===== config.mk =====
export PLATFORM = sky130hd
export DESIGN_NAME = slab_object_free_list_core
export DESIGN_NICKNAME = d
export VERILOG_FILES = /design/src/hdl/sofl_pkg.sv /design/src/hdl/sofl_ram.sv /design/src/hdl/sofl_links.sv /design/src/hdl/sofl_div.sv /design/src/hdl/slab_object_free_list_core.sv
export SDC_FILE = /design/constraint.sdc
export NUM_CORES = 2
export LEC_CHECK = 0
export BUFFER_PORTS_ARGS = -buffer_cell sky130_fd_sc_hd__buf_2
export CORE_MARGIN = 8
export CORE_UTILIZATION = 30
export DETAILED_ROUTE_END_ITERATION = 8
export PLACE_DENSITY = 0.43
export SETUP_SLACK_MARGIN = 0.15
export SLEW_MARGIN = 20
export SYNTH_ARGS = -nofsm -noshare
export SYNTH_HDL_FRONTEND = slang
export SYNTH_SLANG_ARGS = --single-unit

===== constraint.sdc =====
create_clock -name clk -period 7.9 [get_ports clk]
set_input_delay 1.975 -clock clk [delete_from_list [all_inputs] [get_ports clk]]
set_output_delay 1.975 -clock clk [all_outputs]
set_load 0.01 [all_outputs]

===== src/hdl/sofl_pkg.sv =====
`timescale 1ns / 1ps

package sofl_pkg;

  // Sizing of the slab and of the address path.
  localparam int MAX_OBJECTS  = 256;
  localparam int ADDRESS_BITS = 32;
  localparam int SIZE_W       = 16;
  localparam int OPS_W        = 9;
  localparam int IDX_W        = (MAX_OBJECTS > 1) ? $clog2(MAX_OBJECTS) : 1;
  localparam int LINK_W       = $clog2(MAX_OBJECTS + 1);
  localparam int DIV_STEPS    = ADDRESS_BITS;
  localparam int DIV_CNT_W    = $clog2(DIV_STEPS);

  // Configuration register indexes.
  localparam logic [1:0] REG_OBJECTS_PER_SLAB = 2'd0;
  localparam logic [1:0] REG_OBJECT_SIZE      = 2'd1;
  localparam logic [1:0] REG_OBJECT_BASE      = 2'd2;

  // Operation codes.
  localparam logic [1:0] MODE_ALLOC   = 2'd0;
  localparam logic [1:0] MODE_FREE    = 2'd1;
  localparam logic [1:0] MODE_REBUILD = 2'd2;

  // Status codes.
  localparam logic [1:0] STAT_OK      = 2'd0;
  localparam logic [1:0] STAT_NO_FREE = 2'd1;
  localparam logic [1:0] STAT_BAD     = 2'd2;

  // Slab classes.
  localparam logic [1:0] CLASS_FULL    = 2'd0;
  localparam logic [1:0] CLASS_PARTIAL = 2'd1;
  localparam logic [1:0] CLASS_EMPTY   = 2'd2;

  typedef enum logic [1:0] {
    ST_IDLE,
    ST_LINK,
    ST_DIV,
    ST_DONE
  } state_t;

  // Request to the link table.
  typedef struct packed {
    logic              rd_en;
    logic [IDX_W-1:0]  rd_idx;
    logic              wr_en;
    logic [IDX_W-1:0]  wr_idx;
    logic [LINK_W-1:0] wr_data;
    logic              clear;
  } lnk_req_t;

  // Divider result; quotient and remainder hold after done until the next start.
  typedef struct packed {
    logic                    done;
    logic [ADDRESS_BITS-1:0] quotient;
    logic [SIZE_W-1:0]       remainder;
  } div_res_t;

  // Object count clamped to 1..MAX_OBJECTS.
  function automatic logic [LINK_W-1:0] slab_count(input logic [OPS_W-1:0] ops);
    logic [LINK_W-1:0] n;
    if (ops == '0) begin
      n = LINK_W'(1);
    end else if (32'(ops) > MAX_OBJECTS) begin
      n = LINK_W'(MAX_OBJECTS);
    end else begin
      n = LINK_W'(ops);
    end
    return n;
  endfunction

  function automatic logic [1:0] class_of(input logic [LINK_W-1:0] used,
                                          input logic [LINK_W-1:0] n);
    logic [1:0] c;
    if (used >= n) begin
      c = CLASS_FULL;
    end else if (used == '0) begin
      c = CLASS_EMPTY;
    end else begin
      c = CLASS_PARTIAL;
    end
    return c;
  endfunction

endpackage


===== src/hdl/sofl_ram.sv =====
`timescale 1ns / 1ps

module sofl_ram #(
  parameter int WIDTH = 8,
  parameter int DEPTH = 16
) (
  input  logic                     clk,
  input  logic                     we,
  input  logic [$clog2(DEPTH)-1:0] waddr,
  input  logic [WIDTH-1:0]         wdata,
  input  logic                     re,
  input  logic [$clog2(DEPTH)-1:0] raddr,
  output logic [WIDTH-1:0]         rdata
);

  logic [WIDTH-1:0] mem [DEPTH];

  always_ff @(posedge clk) begin
    if (we) begin
      mem[waddr] <= wdata;
    end
    if (re) begin
      rdata <= mem[raddr];
    end
  end

endmodule


===== src/hdl/sofl_links.sv =====
`timescale 1ns / 1ps

module sofl_links (
  input  logic                      clk,
  input  logic                      rst,
  input  sofl_pkg::lnk_req_t        req,
  output logic [sofl_pkg::LINK_W-1:0] rd_data
);

  import sofl_pkg::*;

  // An entry whose valid bit is clear reads as its rebuilt value, index plus one.
  logic [MAX_OBJECTS-1:0] valid;
  logic                   rd_valid;
  logic [IDX_W-1:0]       rd_idx;
  logic [LINK_W-1:0]      ram_q;

  sofl_ram #(
    .WIDTH (LINK_W),
    .DEPTH (MAX_OBJECTS)
  ) u_ram (
    .clk   (clk),
    .we    (req.wr_en),
    .waddr (req.wr_idx),
    .wdata (req.wr_data),
    .re    (req.rd_en),
    .raddr (req.rd_idx),
    .rdata (ram_q)
  );

  always_ff @(posedge clk) begin
    if (rst) begin
      valid <= '0;
    end else if (req.clear) begin
      valid <= '0;
    end else if (req.wr_en) begin
      valid[req.wr_idx] <= 1'b1;
    end
  end

  always_ff @(posedge clk) begin
    if (req.rd_en) begin
      rd_valid <= valid[req.rd_idx];
      rd_idx   <= req.rd_idx;
    end
  end

  assign rd_data = rd_valid ? ram_q : (LINK_W'(rd_idx) + LINK_W'(1));

endmodule


===== src/hdl/sofl_div.sv =====
`timescale 1ns / 1ps

module sofl_div (
  input  logic                              clk,
  input  logic                              rst,
  input  logic                              start,
  input  logic [sofl_pkg::ADDRESS_BITS-1:0] dividend,
  input  logic [sofl_pkg::SIZE_W-1:0]       divisor,
  output sofl_pkg::div_res_t                res
);

  import sofl_pkg::*;

  // Restoring divider, one quotient bit per cycle.
  logic                    busy;
  logic                    done;
  logic [DIV_CNT_W-1:0]    cnt;
  logic [ADDRESS_BITS-1:0] quo;
  logic [SIZE_W-1:0]       rem;
  logic [SIZE_W-1:0]       dsr;
  logic [SIZE_W:0]         rem_shift;
  logic [SIZE_W:0]         rem_sub;
  logic                    fits;

  always_comb begin
    rem_shift = {rem, quo[ADDRESS_BITS-1]};
    fits      = rem_shift >= {1'b0, dsr};
    rem_sub   = rem_shift - {1'b0, dsr};
  end

  always_ff @(posedge clk) begin
    if (rst) begin
      busy <= 1'b0;
      done <= 1'b0;
    end else begin
      done <= !start && busy && cnt == DIV_CNT_W'(DIV_STEPS - 1);
      if (start) begin
        busy <= 1'b1;
      end else if (busy && cnt == DIV_CNT_W'(DIV_STEPS - 1)) begin
        busy <= 1'b0;
      end
    end
  end

  always_ff @(posedge clk) begin
    if (start) begin
      cnt <= '0;
      quo <= dividend;
      rem <= '0;
      dsr <= divisor;
    end else if (busy) begin
      cnt <= cnt + DIV_CNT_W'(1);
      quo <= {quo[ADDRESS_BITS-2:0], fits};
      rem <= fits ? rem_sub[SIZE_W-1:0] : rem_shift[SIZE_W-1:0];
    end
  end

  assign res.done      = done;
  assign res.quotient  = quo;
  assign res.remainder = rem;

endmodule


===== src/hdl/slab_object_free_list_core.sv =====
// Free-object chain of one slab. Each accepted request (allocate, free or
// reinitialize) gives exactly one result transfer carrying the status, the
// allocated address, the objects in use and the slab class with a class-change
// flag. The free objects form a chain of indices: a head register names the
// first free object and a link table in a synchronous RAM names the one after
// each object. A table entry that has not been written since reset or the last
// reinitialize reads as its own index plus one, which is tracked by one valid
// bit per entry, so reset and reinitialize finish at once with no clearing pass.
// The block works on one request at a time. An allocate goes through accept,
// link-table read and commit; a free of a plausible address waits before commit
// on the 32-step bit-serial divider that turns the address offset into an object
// index; reinitialize, unknown modes and rejected requests commit straight after
// accept. A new request is accepted as soon as the previous one has committed,
// even while its result still waits in the output register. Configuration
// writes take effect at once and belong to times when no request is in flight.
`timescale 1ns / 1ps

module slab_object_free_list_core (
  input  logic                              clk,
  input  logic                              rst,
  // configuration port
  input  logic                              cfg_write,
  input  logic [1:0]                        cfg_index,
  input  logic [sofl_pkg::ADDRESS_BITS-1:0] cfg_data,
  // request channel
  input  logic                              in_valid,
  output logic                              in_ready,
  input  logic [1:0]                        mode,
  input  logic [sofl_pkg::ADDRESS_BITS-1:0] free_address,
  // result channel
  output logic                              out_valid,
  input  logic                              out_ready,
  output logic [1:0]                        status,
  output logic [sofl_pkg::ADDRESS_BITS-1:0] object_address,
  output logic [sofl_pkg::LINK_W-1:0]       objects_in_use,
  output logic [1:0]                        slab_class,
  output logic                              class_changed
);

  import sofl_pkg::*;

  // Configuration registers.
  logic [OPS_W-1:0]        objects_per_slab;
  logic [SIZE_W-1:0]       object_size;
  logic [ADDRESS_BITS-1:0] object_base;

  // Chain state.
  logic [LINK_W-1:0] head;
  logic [LINK_W-1:0] count;

  // Values computed for the request in flight, committed together in ST_DONE.
  logic [1:0]              pend_status;
  logic [ADDRESS_BITS-1:0] pend_addr;
  logic [LINK_W-1:0]       pend_head;
  logic [LINK_W-1:0]       pend_count;
  logic                    pend_wr;
  logic [IDX_W-1:0]        pend_idx;
  logic                    pend_clear;

  state_t state;
  state_t state_next;

  logic                    accept;
  logic                    commit;
  logic                    div_start;
  logic [LINK_W-1:0]       slab_n;
  logic                    head_end;
  logic                    free_reject;
  logic [ADDRESS_BITS-1:0] free_offset;
  logic                    div_reject;
  logic [LINK_W-1:0]       link_data;
  logic [ADDRESS_BITS-1:0] alloc_addr;
  lnk_req_t                lnk_req;
  div_res_t                div_res;

  always_ff @(posedge clk) begin
    if (rst) begin
      objects_per_slab <= OPS_W'(MAX_OBJECTS);
      object_size      <= SIZE_W'(32);
      object_base      <= '0;
    end else if (cfg_write) begin
      case (cfg_index)
        REG_OBJECTS_PER_SLAB: objects_per_slab <= cfg_data[OPS_W-1:0];
        REG_OBJECT_SIZE:      object_size      <= cfg_data[SIZE_W-1:0];
        REG_OBJECT_BASE:      object_base      <= cfg_data;
        default: ;
      endcase
    end
  end

  // Request decode.
  assign slab_n      = slab_count(objects_per_slab);
  assign head_end    = head >= slab_n;
  assign free_offset = free_address - object_base;
  assign free_reject = (free_address < object_base) || (object_size == '0) || (count == '0);

  // After division: the offset must be an exact multiple and the index in the slab.
  assign div_reject = (div_res.remainder != '0) ||
                      (div_res.quotient >= ADDRESS_BITS'(slab_n));

  // Address of the head object; head is below the object count here.
  assign alloc_addr = object_base +
                      ADDRESS_BITS'(head[IDX_W-1:0]) * ADDRESS_BITS'(object_size);

  sofl_links u_links (
    .clk     (clk),
    .rst     (rst),
    .req     (lnk_req),
    .rd_data (link_data)
  );

  sofl_div u_div (
    .clk      (clk),
    .rst      (rst),
    .start    (div_start),
    .dividend (free_offset),
    .divisor  (object_size),
    .res      (div_res)
  );

  // Next state.
  always_comb begin
    state_next = state;
    case (state)
      ST_IDLE: begin
        if (in_valid) begin
          if (mode == MODE_ALLOC && !head_end) begin
            state_next = ST_LINK;
          end else if (mode == MODE_FREE && !free_reject) begin
            state_next = ST_DIV;
          end else begin
            state_next = ST_DONE;
          end
        end
      end
      ST_LINK: state_next = ST_DONE;
      ST_DIV: begin
        if (div_res.done) begin
          state_next = ST_DONE;
        end
      end
      ST_DONE: begin
        if (!out_valid || out_ready) begin
          state_next = ST_IDLE;
        end
      end
      default: state_next = ST_IDLE;
    endcase
  end

  // Control outputs.
  always_comb begin
    in_ready  = 1'b0;
    commit    = 1'b0;
    div_start = 1'b0;
    lnk_req   = '0;
    case (state)
      ST_IDLE: begin
        in_ready       = 1'b1;
        lnk_req.rd_en  = in_valid && mode == MODE_ALLOC && !head_end;
        lnk_req.rd_idx = head[IDX_W-1:0];
        div_start      = in_valid && mode == MODE_FREE && !free_reject;
      end
      ST_DONE: begin
        commit          = !out_valid || out_ready;
        lnk_req.wr_en   = commit && pend_wr;
        lnk_req.wr_idx  = pend_idx;
        lnk_req.wr_data = head;
        lnk_req.clear   = commit && pend_clear;
      end
      default: ;
    endcase
  end

  assign accept = in_valid && in_ready;

  always_ff @(posedge clk) begin
    if (rst) begin
      state <= ST_IDLE;
    end else begin
      state <= state_next;
    end
  end

  // Work out the effect of the request. A reinitialize empties the chain; an
  // allocate on an exhausted chain, a free that fails the early checks and an
  // unknown mode are settled here, the rest finish in ST_LINK or ST_DIV.
  always_ff @(posedge clk) begin
    if (accept) begin
      pend_status <= (mode == MODE_ALLOC && head_end)   ? STAT_NO_FREE :
                     (mode == MODE_FREE && free_reject) ? STAT_BAD : STAT_OK;
      pend_addr   <= '0;
      pend_head   <= (mode == MODE_REBUILD) ? '0 : head;
      pend_count  <= (mode == MODE_REBUILD) ? '0 : count;
      pend_wr     <= 1'b0;
      pend_clear  <= mode == MODE_REBUILD;
    end else if (state == ST_LINK) begin
      pend_head  <= link_data;
      pend_addr  <= alloc_addr;
      pend_count <= (count < slab_n) ? count + LINK_W'(1) : count;
    end else if (state == ST_DIV && div_res.done) begin
      if (div_reject) begin
        pend_status <= STAT_BAD;
      end else begin
        pend_wr    <= 1'b1;
        pend_idx   <= div_res.quotient[IDX_W-1:0];
        pend_head  <= LINK_W'(div_res.quotient[IDX_W-1:0]);
        pend_count <= count - LINK_W'(1);
      end
    end
  end

  // Commit the chain state; the freed object's link gets the old head.
  always_ff @(posedge clk) begin
    if (rst) begin
      head  <= '0;
      count <= '0;
    end else if (commit) begin
      head  <= pend_head;
      count <= pend_count;
    end
  end

  // Output register; a finished result waits here while the next request runs.
  always_ff @(posedge clk) begin
    if (rst) begin
      out_valid <= 1'b0;
    end else if (commit) begin
      out_valid <= 1'b1;
    end else if (out_ready) begin
      out_valid <= 1'b0;
    end
  end

  always_ff @(posedge clk) begin
    if (commit) begin
      status         <= pend_status;
      object_address <= pend_addr;
      objects_in_use <= pend_count;
      slab_class     <= class_of(pend_count, slab_n);
      class_changed  <= class_of(pend_count, slab_n) != class_of(count, slab_n);
    end
  end

`ifndef SYNTHESIS
  // Growing only below the clamped object count, in-use stays within MAX_OBJECTS.
  a_count_bound: assert property (@(posedge clk) disable iff (rst)
    32'(count) <= MAX_OBJECTS)
    else $error("objects in use exceed the slab capacity");

  // The divider only finishes for a free that is waiting on it.
  a_div_owner: assert property (@(posedge clk) disable iff (rst)
    div_res.done |-> state == ST_DIV)
    else $error("divider finished outside a free");

  // A failed allocate reports no address.
  a_no_free_addr: assert property (@(posedge clk) disable iff (rst)
    out_valid && status == STAT_NO_FREE |-> object_address == '0)
    else $error("address reported with no free object");

  // A committed request always presents its result in the next cycle.
  a_commit_out: assert property (@(posedge clk) disable iff (rst)
    commit |=> out_valid)
    else $error("committed result not presented");
`endif

endmodule


==> out/metrics.cfg <==
[worst_setup_path]
arrival_ns = 6.88
reg2reg_depth = 18
r2r_slack_ns = 1.86
cp-end-kind = register
crit_path_max_fanout = 20
critPathKind = register to register
worstReg2RegEnd = pend_addr[31]
cp_common_cell = fa_1
worstSetupStartpointType = register
slowest_stage = dfxtp_1
rr_startpoint = head[5]
slowest_delay_ns = 0.87
crit_path_cell_trace = nand2_1, fa_1, fa_1, inv_1, fa_1, inv_1, fa_1, inv_1, ha_1, o21ai_0, a31oi_1, o41a_1, o41ai_2, o311ai_1, a211oi_1, nor4_1, xnor2_1, a211oi_1
worstPathRequired_ns = 8.74

[synthesis]
synth_enable_flop_cells = 2445
synthArstFlopShare = 0
ys_ff_latch = 2835
synth_area_um2 = 118300
yosys_warnings = 0
syn_avg_cell_area_um2 = 14.69
ys_types = 81
syn-num-nets = 8376
syn_inst = 8053
ys_seq_area_frac = 0.6865
dominantRegCellSynth = edfxtp_1

[routing]
drt_iter0_markers = 5965
drc = 0
avgRoutedWirePerCell_um = 27.77
antenna_left = 0
dr_total_vias = 69970
wirelength_um = 378400
dr.pass1.iters = 5
viasPerCell = 5.135

[timing]
whs_ns = 0.4130
finalCritPeriodShare = 0.7641
slew_headroom = 0.2064
hold_violations = 0
finalClockSkew_ns = 0.06527
worstMarginPinSlew_ns = 1.190
finalSetupTns_ns = 0
setup_viol = 0
rsz0062_at_grt = no
period_needed_ns = 6.037
max_freq_ghz = 0.1657
slew_viol_final = 0

[global_route]
grt_max_degree = 181
grt_pass1_vias = 71350
grt_pass1_wl_um = 537800
antenna_found_initial = 18
grt_util_all_layers = 0.1763
overflow = 0

[power]
ir_worst_vdd_v = 0.0001713
p_comb_frac = 0.101
power_density_nw_per_um2 = 256.7
swShare = 0.2517
leakagePower_nw = 45.97
switchingPower_mw = 8.739
finalPower_mw = 34.72
seqPwrFrac = 0.477
power.internal_mw = 25.98
pwr-share-clk = 0.422

[placement]
placed_cells = 13030
dp_hpwl_um = 231400
port_buffers = 120
gp_congestion = 0.8019

[clocking]
htree_levels = 5
post-cts-setup-buffers = 0
root_buffer = clkbuf_16
cts_resized = 0
numCtsBuffers = 316
hold_buffers = 0
cts_buffer_depth = 4
clock_sinks = 2835
clk_pin_slew_ns = 0.07
clock_latency_ns = 0.94
cts_tree = done

[floorplanning]
dieArea_um2 = 414800
start_util = 0.3014
dieHeight_um = 644.0
fp-row-count = 230
ios = 121
die_w_um = 644.0
core_um2 = 392500

[finish]
regArea_um2 = 81240
multi_input_area_um2 = 34200
syn_to_final_growth_pct = 14.33
fillers = 37780
fin_nets = 8454
drive_gt1_frac = 0.1326
layout.cells.non_filler = 13630

[job]
maxCapViolations = 0

[run_status]
status = complete, no violations

[worst_hold_path]
hold_path.class = register to register
worstHoldStart = pend_addr[16]
holdPathEnd = object_address[16]
min_delay_path_depth = 0

-- placed cells by master (no fill, tap or decap), types with 140 or more instances in the layout --
cell,netlist,layout
inv_1,226,220
a21oi_1,410,409
o21a_1,278,276
edfxtp_1,2445,2445
o21ai_0,250,250
mux2i_1,463,463
dfxtp_1,390,388
nand2_1,881,866
ha_1,142,140
clkbuf_16,0,322
nor2_1,552,535
mux4_2,279,279
-- worst max path at each step --
stage,startpoint,end,cells after the start
after floorplan,head[2],pend_addr[31],24
after global placement,out_ready,u_links.u_ram.mem[32][8],9
after detailed placement,out_ready,u_links.u_ram.mem[32][8],9
after CTS,head[5],pend_addr[31],18
after global routing,head[5],pend_addr[31],18
final,head[5],pend_addr[31],18
-- metrics by stage --
step	setup slack, ns	instance area, um2	utilization
floorplan	1.754	118300	-
global placement	1.617	125000	0.3184
detailed placement	1.655	125000	0.3184
CTS	1.788	135200	0.3445
global route	1.506	135300	0.3446
finish	1.863	135300	0.3446
-- area by class of cell --
cell class	instances	share of cell area
Timing Repair Buffer	273	0.01589
Sequential cell	2835	0.6005
Multi-Input combinational cell	4475	0.2528
Tap cell	5220	0.04828
Clock buffer	435	0.06485
Clock inverter	147	0.01084
Inverter	230	0.006613
Antenna cell	11	0.0002035
-- worst max-delay path, delay by kind of cell (launching register included) --
kind	cells	cell delay (ns)
fa+ha+maj	5	2.31
compound gates	7	2.13
flops	1	0.87
simple gates	2	0.31
xor+xnor	1	0.15
buf+inv	3	0.14
-- cell families (layout without fill, tap and decap cells) --
family                     after synthesis  after routing  synth area share
AOI/OAI and AO/OA                     1618           1618           0.09086
xor gates and xnor gates                63             63          0.004663
adders and majority gates              250            250           0.03329
buffers and inverters                  743           1085           0.02677
DFF                                   2835           2835            0.6865
muxes                                  771            771           0.09503
other                                    0             11                 0
and+or+nand+nor                       1773           1773           0.06289
-- Yosys cell counts (34+ instances only) --
cell,instances,share of area
a211oi_1,42,0.0027
a21o_1,45,0.0029
a21oi_1,410,0.017
a221oi_1,79,0.0058
and2_1,96,0.0051
buf_1,68,0.0022
buf_2,97,0.0041
clkbuf_1,299,0.0095
dfxtp_1,390,0.066
edfxtp_1,2445,0.62
fa_1,108,0.018
ha_1,142,0.015
inv_1,226,0.0072
mux2i_1,463,0.039
mux4_2,279,0.053
nand2_1,881,0.028
nand3_1,63,0.0027
nor2_1,552,0.018
nor3_1,34,0.0014
nor4_1,45,0.0024
o211ai_1,89,0.0056
o21a_1,278,0.018
o21ai_0,250,0.011
o221ai_1,138,0.010
o22ai_1,137,0.0072
xnor2_1,42,0.0031
-- state kept, by name, summed over array words and instances (netlist names), 5 cells and up --
signal,count
count,9
head,9
object_address,32
object_base,32
object_size,16
objects_in_use,9
objects_per_slab,9
pend_addr,32
pend_count,9
pend_head,9
pend_idx,8
u_div.cnt,5
u_div.dsr,16
u_div.quo,32
u_div.rem,16
u_links.rd_idx,8
u_links.u_ram.mem,2304
u_links.u_ram.rdata,9
u_links.valid,256
-- routing by layer --
layer	track usage	vias up	part of all wire	wire length (um)
li1	-	30880	-	-
met1	0.2373	36490	0.44	165500
met2	0.2955	2075	0.48	180300
met3	0.02619	526	0.055	20670
met4	0.05155	6	0.032	11920
met5	0	-	0.00012	46
-- power by group through the flow --
stage / Clock (mW) / Combinational [mW] / Sequential [mW]
floorplan: 0 / 2.16 / 16.8
global placement: 0 / 3.51 / 16.9
detailed placement: 0 / 3.52 / 16.9
CTS: 15.0 / 3.54 / 16.6
global route: 15.5 / 3.78 / 16.6
finish: 14.6 / 3.50 / 16.6
Power figures use the tool's default switching activity.
